### config.mk
export PLATFORM = sky130hd
export DESIGN_NAME = pixel_packbits_rle_decoder_flat
export DESIGN_NICKNAME = d
export VERILOG_FILES = /design/src/rtl/pbrle_pkg.sv /design/src/rtl/pbrle_in_if.sv /design/src/rtl/pbrle_out_if.sv /design/src/rtl/pbrle_cfg.sv /design/src/rtl/pbrle_core.sv /design/src/rtl/pixel_packbits_rle_decoder.sv /design/src/flat_wrapper.sv
export SDC_FILE = /design/constraint.sdc
export NUM_CORES = 1
export LEC_CHECK = 0
export ABC_AREA = 1
export BUFFER_PORTS_ARGS = -buffer_cell sky130_fd_sc_hd__buf_4
export CELL_PAD_IN_SITES_DETAIL_PLACEMENT = 0
export CELL_PAD_IN_SITES_GLOBAL_PLACEMENT = 1
export CORE_ASPECT_RATIO = 1.75
export CORE_MARGIN = 2
export CORE_UTILIZATION = 40
export CTS_CLUSTER_SIZE = 24
export DETAILED_ROUTE_END_ITERATION = 12
export PLACE_DENSITY_LB_ADDON = 0.15
export SETUP_SLACK_MARGIN = 0.3
export SYNTH_ARGS = -nofsm -noshare
export SYNTH_HDL_FRONTEND = slang
export SYNTH_SLANG_ARGS = --single-unit
### constraint.sdc
create_clock -name clk_i -period 5.2 [get_ports clk_i]
set_input_delay 0.52 -clock clk_i [delete_from_list [all_inputs] [get_ports clk_i]]
set_output_delay 0.52 -clock clk_i [all_outputs]
set_load 0.02 [all_outputs]
### src/rtl/pbrle_pkg.sv
// ----------------------------------------------------------------------------
// Pixel PackBits RLE decoder package
// Shared types and constants for the decoder, its register block and its core.
// ----------------------------------------------------------------------------
package pbrle_pkg;

  localparam int TotalWidth = 25;
  localparam int BppWidth   = 3;
  localparam int AddrWidth  = 3;
  localparam int DataWidth  = 32;

  localparam logic [7:0] CtrlNop = 8'h80;

  typedef enum logic [AddrWidth-3:0] {
    REG_BPP   = 1'b0,
    REG_TOTAL = 1'b1
  } reg_idx_e;

  typedef enum logic [1:0] {
    PH_CTRL    = 2'd0,
    PH_LITERAL = 2'd1,
    PH_REPEAT  = 2'd2,
    PH_HALT    = 2'd3
  } phase_e;

  typedef struct packed {
    logic [BppWidth-1:0]   bytes_per_pixel;
    logic [TotalWidth-1:0] total_pixels;
  } cfg_t;

  typedef struct packed {
    logic        pixel_valid;
    logic [31:0] pixel_value;
    logic [7:0]  repeat_count;
    logic        done_res;
    logic        failed;
  } res_t;

endpackage

### src/rtl/pbrle_in_if.sv
// ----------------------------------------------------------------------------
// Compressed byte channel
// Valid/ready channel that carries one compressed stream byte per transfer.
// ----------------------------------------------------------------------------
interface pbrle_in_if;
  logic       valid;
  logic       ready;
  logic [7:0] in_byte;
  logic       stream_end;

  modport source (output valid, output in_byte, output stream_end, input ready);
  modport sink (input valid, input in_byte, input stream_end, output ready);
endinterface

### src/rtl/pbrle_out_if.sv
// ----------------------------------------------------------------------------
// Decoded pixel channel
// Valid/ready channel that carries one decoded pixel or end-of-stream status.
// ----------------------------------------------------------------------------
interface pbrle_out_if;
  logic        valid;
  logic        ready;
  logic        pixel_valid;
  logic [31:0] pixel_value;
  logic [7:0]  repeat_count;
  logic        done_res;
  logic        failed;

  modport source (output valid, output pixel_valid, output pixel_value,
                  output repeat_count, output done_res, output failed, input ready);
  modport sink (input valid, input pixel_valid, input pixel_value,
                input repeat_count, input done_res, input failed, output ready);
endinterface

### src/rtl/pbrle_cfg.sv
// ----------------------------------------------------------------------------
// Pixel PackBits RLE decoder registers
// APB-style register block holding bytes per pixel and the image pixel total.
// ----------------------------------------------------------------------------
module pbrle_cfg (
  input  logic                            clk_i,
  input  logic                            rst_ni,
  input  logic                            psel,
  input  logic                            penable,
  input  logic                            pwrite,
  input  logic [pbrle_pkg::AddrWidth-1:0] paddr,
  input  logic [pbrle_pkg::DataWidth-1:0] pwdata,
  output logic [pbrle_pkg::DataWidth-1:0] prdata,
  output logic                            pready,
  output pbrle_pkg::cfg_t                 cfg_o
);
  import pbrle_pkg::*;

  logic                  wr_en;
  reg_idx_e              reg_sel;
  logic [BppWidth-1:0]   bpp_q;
  logic [TotalWidth-1:0] total_q;

  assign pready  = 1'b1;
  assign wr_en   = psel && penable && pwrite;
  assign reg_sel = reg_idx_e'(paddr[AddrWidth-1:2]);

  always_ff @(posedge clk_i or negedge rst_ni) begin
    if (!rst_ni) begin
      bpp_q   <= BppWidth'(1);
      total_q <= TotalWidth'(1);
    end else if (wr_en) begin
      case (reg_sel)
        REG_BPP:   bpp_q   <= pwdata[BppWidth-1:0];
        REG_TOTAL: total_q <= pwdata[TotalWidth-1:0];
        default:   bpp_q   <= bpp_q;
      endcase
    end
  end

  always_comb begin
    case (reg_sel)
      REG_BPP:   prdata = DataWidth'(bpp_q);
      REG_TOTAL: prdata = DataWidth'(total_q);
      default:   prdata = '0;
    endcase
  end

  assign cfg_o.bytes_per_pixel = bpp_q;
  assign cfg_o.total_pixels    = total_q;

endmodule

### src/rtl/pbrle_core.sv
// ----------------------------------------------------------------------------
// Pixel PackBits RLE decoder core
// Stream state and the combinational step logic that decodes one byte per step.
// ----------------------------------------------------------------------------
module pbrle_core #(
  parameter int PIXEL_COUNT_BITS = 24
) (
  input  logic            clk_i,
  input  logic            rst_ni,
  input  logic            step_i,
  input  logic [7:0]      in_byte_i,
  input  logic            stream_end_i,
  input  pbrle_pkg::cfg_t cfg_i,
  output logic            has_res_o,
  output pbrle_pkg::res_t res_o
);
  import pbrle_pkg::*;

  localparam int CW = PIXEL_COUNT_BITS + 1;
  localparam int TW = (CW > TotalWidth) ? CW : TotalWidth;

  phase_e      phase_q, phase_d;
  logic [7:0]  run_left_q, run_left_d;
  logic [7:0]  run_rep_q, run_rep_d;
  logic [1:0]  idx_q, idx_d;
  logic [31:0] buf_q, buf_d;
  logic [CW-1:0] done_cnt_q, done_cnt_d;
  logic        err_q, err_d;

  logic [TW-1:0] cap_w, total_w;
  logic [CW-1:0] eff_total;
  logic [2:0]    eff_bpp;
  logic [7:0]    cnt;
  logic [CW:0]   sum;
  logic [31:0]   merged;
  logic          has_pix;
  logic [31:0]   pix;
  logic [7:0]    rep;

  assign cap_w     = TW'(1) << PIXEL_COUNT_BITS;
  assign total_w   = TW'(cfg_i.total_pixels);
  assign eff_total = (total_w > cap_w) ? cap_w[CW-1:0] : total_w[CW-1:0];
  assign eff_bpp   = (cfg_i.bytes_per_pixel == 3'd0) ? 3'd1 :
                     (cfg_i.bytes_per_pixel > 3'd4) ? 3'd4 : cfg_i.bytes_per_pixel;
  assign cnt       = in_byte_i[7] ? (~in_byte_i + 8'd2) : (in_byte_i + 8'd1);
  assign sum       = {1'b0, done_cnt_q} + (CW+1)'(cnt);
  assign merged    = buf_q | (32'(in_byte_i) << {idx_q, 3'b000});

  always_comb begin
    phase_d    = phase_q;
    run_left_d = run_left_q;
    run_rep_d  = run_rep_q;
    idx_d      = idx_q;
    buf_d      = buf_q;
    done_cnt_d = done_cnt_q;
    err_d      = err_q;
    has_pix    = 1'b0;
    pix        = '0;
    rep        = '0;
    case (phase_q)
      PH_CTRL: begin
        if (done_cnt_q < eff_total && in_byte_i != CtrlNop) begin
          if (sum > {1'b0, eff_total}) begin
            err_d   = 1'b1;
            phase_d = PH_HALT;
          end else begin
            done_cnt_d = sum[CW-1:0];
            idx_d      = '0;
            buf_d      = '0;
            if (!in_byte_i[7]) begin
              run_left_d = cnt;
              run_rep_d  = 8'd1;
              phase_d    = PH_LITERAL;
            end else begin
              run_left_d = 8'd1;
              run_rep_d  = cnt;
              phase_d    = PH_REPEAT;
            end
          end
        end
      end
      PH_LITERAL, PH_REPEAT: begin
        if ({1'b0, idx_q} + 3'd1 >= eff_bpp) begin
          has_pix    = 1'b1;
          pix        = merged;
          rep        = (phase_q == PH_REPEAT) ? run_rep_q : 8'd1;
          buf_d      = '0;
          idx_d      = '0;
          run_left_d = run_left_q - 8'd1;
          if (run_left_d == 8'd0) begin
            phase_d   = PH_CTRL;
            run_rep_d = 8'd1;
          end
        end else begin
          idx_d = idx_q + 2'd1;
          buf_d = merged;
        end
      end
      default: begin
        phase_d = PH_HALT;
      end
    endcase

    res_o.pixel_valid  = has_pix;
    res_o.pixel_value  = pix;
    res_o.repeat_count = rep;
    res_o.done_res     = stream_end_i;
    res_o.failed       = stream_end_i &&
                         (err_d || phase_d != PH_CTRL || done_cnt_d != eff_total);
    has_res_o          = has_pix || stream_end_i;

    if (stream_end_i) begin
      phase_d    = PH_CTRL;
      run_left_d = '0;
      run_rep_d  = 8'd1;
      idx_d      = '0;
      buf_d      = '0;
      done_cnt_d = '0;
      err_d      = 1'b0;
    end
  end

  always_ff @(posedge clk_i or negedge rst_ni) begin
    if (!rst_ni) begin
      phase_q    <= PH_CTRL;
      run_left_q <= '0;
      run_rep_q  <= 8'd1;
      idx_q      <= '0;
      buf_q      <= '0;
      done_cnt_q <= '0;
      err_q      <= 1'b0;
    end else if (step_i) begin
      phase_q    <= phase_d;
      run_left_q <= run_left_d;
      run_rep_q  <= run_rep_d;
      idx_q      <= idx_d;
      buf_q      <= buf_d;
      done_cnt_q <= done_cnt_d;
      err_q      <= err_d;
    end
  end

endmodule

### src/rtl/pixel_packbits_rle_decoder.sv
// ----------------------------------------------------------------------------
// Pixel PackBits RLE decoder
// Decodes a pixel-granular PackBits byte stream into pixels with repeat counts.
// ----------------------------------------------------------------------------
// Compressed bytes enter on in_i, one byte per transfer; stream_end marks the
// last byte of a stream. Each byte that completes a pixel yields one result on
// out_o with the pixel and its repeat count; the final byte always yields a
// result with done_res set and failed reporting a short or malformed stream.
// Control bytes and incomplete pixel bytes yield no result.
// A byte is registered at the input and decoded from that register, and its
// result is registered at the output. One byte per cycle is sustained while
// the receiver takes results; the stream state updates once per byte.
// When the receiver stalls, the result register holds and the input register
// fills; further input is refused until the result is taken.
// Reset empties both registers, returns the stream state to expecting a
// control byte, and sets bytes per pixel and the pixel total to one.
// Registers are written over APB at addresses 0 and 4; the user must do so only while idle (not enforced).
// ----------------------------------------------------------------------------
module pixel_packbits_rle_decoder #(
  parameter int PIXEL_COUNT_BITS = 24
) (
  input  logic                            clk_i,
  input  logic                            rst_ni,
  pbrle_in_if.sink                        in_i,
  pbrle_out_if.source                     out_o,
  input  logic                            psel,
  input  logic                            penable,
  input  logic                            pwrite,
  input  logic [pbrle_pkg::AddrWidth-1:0] paddr,
  input  logic [pbrle_pkg::DataWidth-1:0] pwdata,
  output logic [pbrle_pkg::DataWidth-1:0] prdata,
  output logic                            pready
);
  import pbrle_pkg::*;

  cfg_t       cfg;
  logic       inq_valid_q;
  logic [7:0] inq_byte_q;
  logic       inq_end_q;
  logic       advance;
  logic       step;
  logic       has_res;
  res_t       res;
  logic       res_valid_q, res_valid_d;
  res_t       res_q;

  pbrle_cfg u_cfg (
    .clk_i   (clk_i),
    .rst_ni  (rst_ni),
    .psel    (psel),
    .penable (penable),
    .pwrite  (pwrite),
    .paddr   (paddr),
    .pwdata  (pwdata),
    .prdata  (prdata),
    .pready  (pready),
    .cfg_o   (cfg)
  );

  assign advance  = !res_valid_q || out_o.ready;
  assign step     = inq_valid_q && advance;
  assign in_i.ready = !inq_valid_q || advance;

  always_ff @(posedge clk_i or negedge rst_ni) begin
    if (!rst_ni) begin
      inq_valid_q <= 1'b0;
    end else if (in_i.ready) begin
      inq_valid_q <= in_i.valid;
    end
  end

  always_ff @(posedge clk_i) begin
    if (in_i.valid && in_i.ready) begin
      inq_byte_q <= in_i.in_byte;
      inq_end_q  <= in_i.stream_end;
    end
  end

  pbrle_core #(
    .PIXEL_COUNT_BITS (PIXEL_COUNT_BITS)
  ) u_core (
    .clk_i        (clk_i),
    .rst_ni       (rst_ni),
    .step_i       (step),
    .in_byte_i    (inq_byte_q),
    .stream_end_i (inq_end_q),
    .cfg_i        (cfg),
    .has_res_o    (has_res),
    .res_o        (res)
  );

  always_comb begin
    if (step && has_res) begin
      res_valid_d = 1'b1;
    end else if (out_o.ready) begin
      res_valid_d = 1'b0;
    end else begin
      res_valid_d = res_valid_q;
    end
  end

  always_ff @(posedge clk_i or negedge rst_ni) begin
    if (!rst_ni) begin
      res_valid_q <= 1'b0;
    end else begin
      res_valid_q <= res_valid_d;
    end
  end

  always_ff @(posedge clk_i) begin
    if (step && has_res) begin
      res_q <= res;
    end
  end

  assign out_o.valid        = res_valid_q;
  assign out_o.pixel_valid  = res_q.pixel_valid;
  assign out_o.pixel_value  = res_q.pixel_value;
  assign out_o.repeat_count = res_q.repeat_count;
  assign out_o.done_res     = res_q.done_res;
  assign out_o.failed       = res_q.failed;

  a_res_has_content: assert property (@(posedge clk_i) disable iff (!rst_ni)
    res_valid_q |-> (res_q.pixel_valid || res_q.done_res))
    else $error("Result carries neither a pixel nor end-of-stream status.");

  a_pixel_count_nonzero: assert property (@(posedge clk_i) disable iff (!rst_ni)
    (res_valid_q && res_q.pixel_valid) |-> (res_q.repeat_count != 8'd0))
    else $error("Decoded pixel has a zero repeat count.");

  a_failed_only_done: assert property (@(posedge clk_i) disable iff (!rst_ni)
    (res_valid_q && res_q.failed) |-> res_q.done_res)
    else $error("Failure reported on a result that does not end the stream.");

  a_stall_holds_result: assert property (@(posedge clk_i) disable iff (!rst_ni)
    (res_valid_q && !out_o.ready) |=> (res_valid_q && $stable(res_q) && !$past(step)))
    else $error("Result register changed or a byte was decoded during a stall.");

endmodule
### src/flat_wrapper.sv
// flat-port wrapper written by rule: the top's interface ports become plain ports
module pixel_packbits_rle_decoder_flat import pbrle_pkg::*;
#(
  parameter int PIXEL_COUNT_BITS = 24
)
  (clk_i, rst_ni, psel, penable, pwrite, paddr, pwdata, prdata, pready, in_i_valid, in_i_in_byte, in_i_stream_end, in_i_ready, out_o_valid, out_o_pixel_valid, out_o_pixel_value, out_o_repeat_count, out_o_done_res, out_o_failed, out_o_ready);
  pbrle_in_if in_i_i ();
  pbrle_out_if out_o_i ();
  input  logic clk_i;
  input  logic rst_ni;
  input  logic psel;
  input  logic penable;
  input  logic pwrite;
  input  logic [pbrle_pkg::AddrWidth-1:0] paddr;
  input  logic [pbrle_pkg::DataWidth-1:0] pwdata;
  output logic [pbrle_pkg::DataWidth-1:0] prdata;
  output logic pready;
  input wire logic [$bits(in_i_i.valid)-1:0] in_i_valid;
  input wire logic [$bits(in_i_i.in_byte)-1:0] in_i_in_byte;
  input wire logic [$bits(in_i_i.stream_end)-1:0] in_i_stream_end;
  output wire logic [$bits(in_i_i.ready)-1:0] in_i_ready;
  output wire logic [$bits(out_o_i.valid)-1:0] out_o_valid;
  output wire logic [$bits(out_o_i.pixel_valid)-1:0] out_o_pixel_valid;
  output wire logic [$bits(out_o_i.pixel_value)-1:0] out_o_pixel_value;
  output wire logic [$bits(out_o_i.repeat_count)-1:0] out_o_repeat_count;
  output wire logic [$bits(out_o_i.done_res)-1:0] out_o_done_res;
  output wire logic [$bits(out_o_i.failed)-1:0] out_o_failed;
  input wire logic [$bits(out_o_i.ready)-1:0] out_o_ready;
  assign in_i_i.valid = in_i_valid;
  assign in_i_i.in_byte = in_i_in_byte;
  assign in_i_i.stream_end = in_i_stream_end;
  assign in_i_ready = in_i_i.ready;
  assign out_o_valid = out_o_i.valid;
  assign out_o_pixel_valid = out_o_i.pixel_valid;
  assign out_o_pixel_value = out_o_i.pixel_value;
  assign out_o_repeat_count = out_o_i.repeat_count;
  assign out_o_done_res = out_o_i.done_res;
  assign out_o_failed = out_o_i.failed;
  assign out_o_i.ready = out_o_ready;
  pixel_packbits_rle_decoder #(.PIXEL_COUNT_BITS(PIXEL_COUNT_BITS)) u_core (.clk_i(clk_i), .rst_ni(rst_ni), .in_i(in_i_i), .out_o(out_o_i), .psel(psel), .penable(penable), .pwrite(pwrite), .paddr(paddr), .pwdata(pwdata), .prdata(prdata), .pready(pready));
endmodule
==> out/results.txt <==
# fillers - 2330
Max clock buf depth - 2
Peak Freq - 186 MHz
Synth Register Bits - 160
Fin cells - 1908
Top cells by area, synth - dfrtp_1, edfxtp_1, nand2_1
Kind of critical path - flop to flop
Pre-antenna DRT Iters - 5
Avg Vias per Cell - 5.18
Tightest Pin Transition - 1.14 ns
CP Launch Type - flop
Reg-to-reg endpoint - u_core.out_o.failed
Final Max Tran Viols - 0
Crit path largest cell delay - 0.46 ns
Setup WS pre-CTS - -0.475 ns
Syn_area_per_cell - 7.98 µm²
Synth top cells by count - nand2_1, inv_1, nor2_1
Initial antenna violation count - 0
Number of distinct library cells after synthesis - 48
Ys flop type - dfrtp_1
DP Cell Count - 1803
Final setup fails - 39
Seq/Total Area, Yosys - 41.4%
Vias in the first global route - 10000
Worst Path Required - 5.51 ns
Total Neg Setup Slack - -2.25 ns
Count of max-cap constraint violations - 0
Unrepaired setup endpoints after global routing - true
Worst reg2reg path depth - 41
Tcrit/Tclk final - 103%
Final WS setup - -0.182 ns
Top-area cell type share of the netlist area - 25.5%
CP top delay family - buffers and inverters
Worst path bufs/invs - 19
DRC Markers - 0
Final Hold Violating Endpoints - 0
Synth area leader - dfrtp_1
Total core area - 25300 µm²
Detail Route Antenna Nets - 0
Clock Sinks - 160
IO Count - 129
Worst-Skew Late Latency - 0.46 ns
Storage cell area - 4270 µm²
Total power - 8.67 mW
Reg clk slew, reported paths - 0.07 ns
Origin of the critical flop-to-flop path - u_core.inq_byte_q[1]
CTS Hold Buffers Added - 0
Arr. time, crit path - 5.69 ns
CTS tree - done
Site Rows - 77
R2R Setup Slk - -0.18 ns
Pleak - 7.15 nW
Die Span Y - 216 µm
Setup clock skew after layout - 0.0112 ns
Count leader, synth - nand2_1
WL/cell - 17.9 µm
Worst Setup End Kind - flop
Layout area overhead - 42.6%
Mapped Cells - 1292
Synth Cell Area - 10300 µm²
Htree depth - 4
CTS buffer count - 17
Iter 0 DRT Violations - 596
WP depth - 41
First-pass GRT wire length - 52500 µm
Detailed Place HPWL - 23300 µm
EDFF count, synth - 52
Ant. Diodes - 0
Routability congestion estimate - 0.866
Final WL - 34100 µm
HP Class - input pin to asynchronous set/reset pin
Fin nets - 1702
Power per Cell Area - 590 nW/µm²
Failing checks - negative setup slack
Ys Warns - 0
Largest net degree at the start of global routing - 57
Min Tclk post-route - 5.38 ns
Vias - 9874
Initial core utilization - 40.7%
Die width - 125 µm
Gr ovfl total - 0
Layout cells sized above 1 - 33.7%
Status - complete, but fails checks
CP most frequent cell - buf_4
Worst IR Drop VDD - 294 µV
WHS - 0.128 ns
GRT Util Overall - 25.0%
Max-slew headroom at the worst pin - 24.1%
Crit path max fanout - 4
Post-synth ARST share - 67.5%
CTS root buf - clkbuf_16
I/O Buffers - 111
Die area - 27100 µm²
Multi-input combinational cell area - 5910 µm²
CP max stage cell - edfxtp_1
==> layer usage <==
metal / share of wire [%] / routed length (µm) / vias up / track usage, %
met5: 0 / 0 / - / 0
met4: 6.7 / 2300 / 0 / 16.9
met3: 2.4 / 821 / 96 / 3.78
met2: 57 / 19400 / 209 / 48.2
met1: 34 / 11600 / 4745 / 24.1
li1: - / - / 4824 / -
==> flip-flops by register name, summed over array words and instances, names as in the netlist, 3 cells and up <==
| name | count |
|---|---|
| u_core.u_core.buf_q | 32 |
| u_core.out_o.repeat_count | 8 |
| u_core.u_core.run_rep_q | 8 |
| u_core.inq_byte_q | 8 |
| u_core.u_core.done_cnt_q | 25 |
| u_core.u_core.run_left_q | 8 |
| u_core.out_o.pixel_value | 32 |
| u_core.u_cfg.bpp_q | 3 |
| u_core.u_cfg.total_q | 25 |
==> cell families after synthesis <==
| kind of cell | synth area share [%] |
|---|---|
| simple gates | 22.9 |
| buf+inv | 10.7 |
| compound gates | 11.5 |
| flops | 41.4 |
| fa+ha+maj | 8.81 |
| xor+xnor | 2.38 |
| mux | 2.29 |
| other cells | 0.0729 |
==> layout by cell type (no fill, tap or decap), types with 29 or more instances in the layout <==
master    synthesis  layout
ha_1             71      57
nand3_1          93      81
nand2_2           3      30
o22ai_1          33      29
a21oi_1          44      37
buf_4             9     272
edfxtp_1         52      52
nand2_1         292     256
inv_1           214     205
nor2_1          109      89
dfrtp_1         105     105
==> power by group <==
group / total [mW] / internal, mW / switching (mW)
Combinational: 5.59 / 2.50 / 3.09
Sequential: 1.89 / 1.65 / 0.248
Clock: 1.19 / 0.637 / 0.554
==> timing repair <==
| action | CTS | global route |
|---|---|---|
| setup buffers | 54 | 10 |
| gates cloned | 8 | 1 |
| gates resized for setup | 166 | 86 |
| pin swaps | 42 | 43 |
| setup endpoints to repair | 64 | 79 |
==> area by class of cell <==
cell class | count | share of cell area [%]
clock buffers | 21 | 3.13
clock inverters | 11 | 0.545
inverters | 221 | 5.78
multi-input cells | 868 | 40.2
flip-flops and latches | 160 | 29.0
well taps | 316 | 2.69
repair buffers | 311 | 18.6
==> worst max path at each step <==
stage,start,endpoint,slack (ns)
after floorplan,u_core.inq_byte_q[1],u_core.out_o.failed,0.53
after global placement,u_core.inq_byte_q[0],u_core.out_o.failed,-0.38
after detailed placement,u_core.inq_byte_q[1],u_core.out_o.failed,-0.48
after CTS,u_core.inq_byte_q[1],u_core.out_o.failed,-0.002
after global routing,u_core.inq_byte_q[1],u_core.out_o.failed,-0.42
final,u_core.inq_byte_q[1],u_core.out_o.failed,-0.18
==> through the flow <==
stage,area (µm²),utilization (%)
final,14700,58.0
after global routing,14700,58.0
after CTS,14200,56.0
after detailed placement,12300,48.5
after global placement,12300,48.5
after floorplan,10300,-
(Power assumes the default switching activity.)
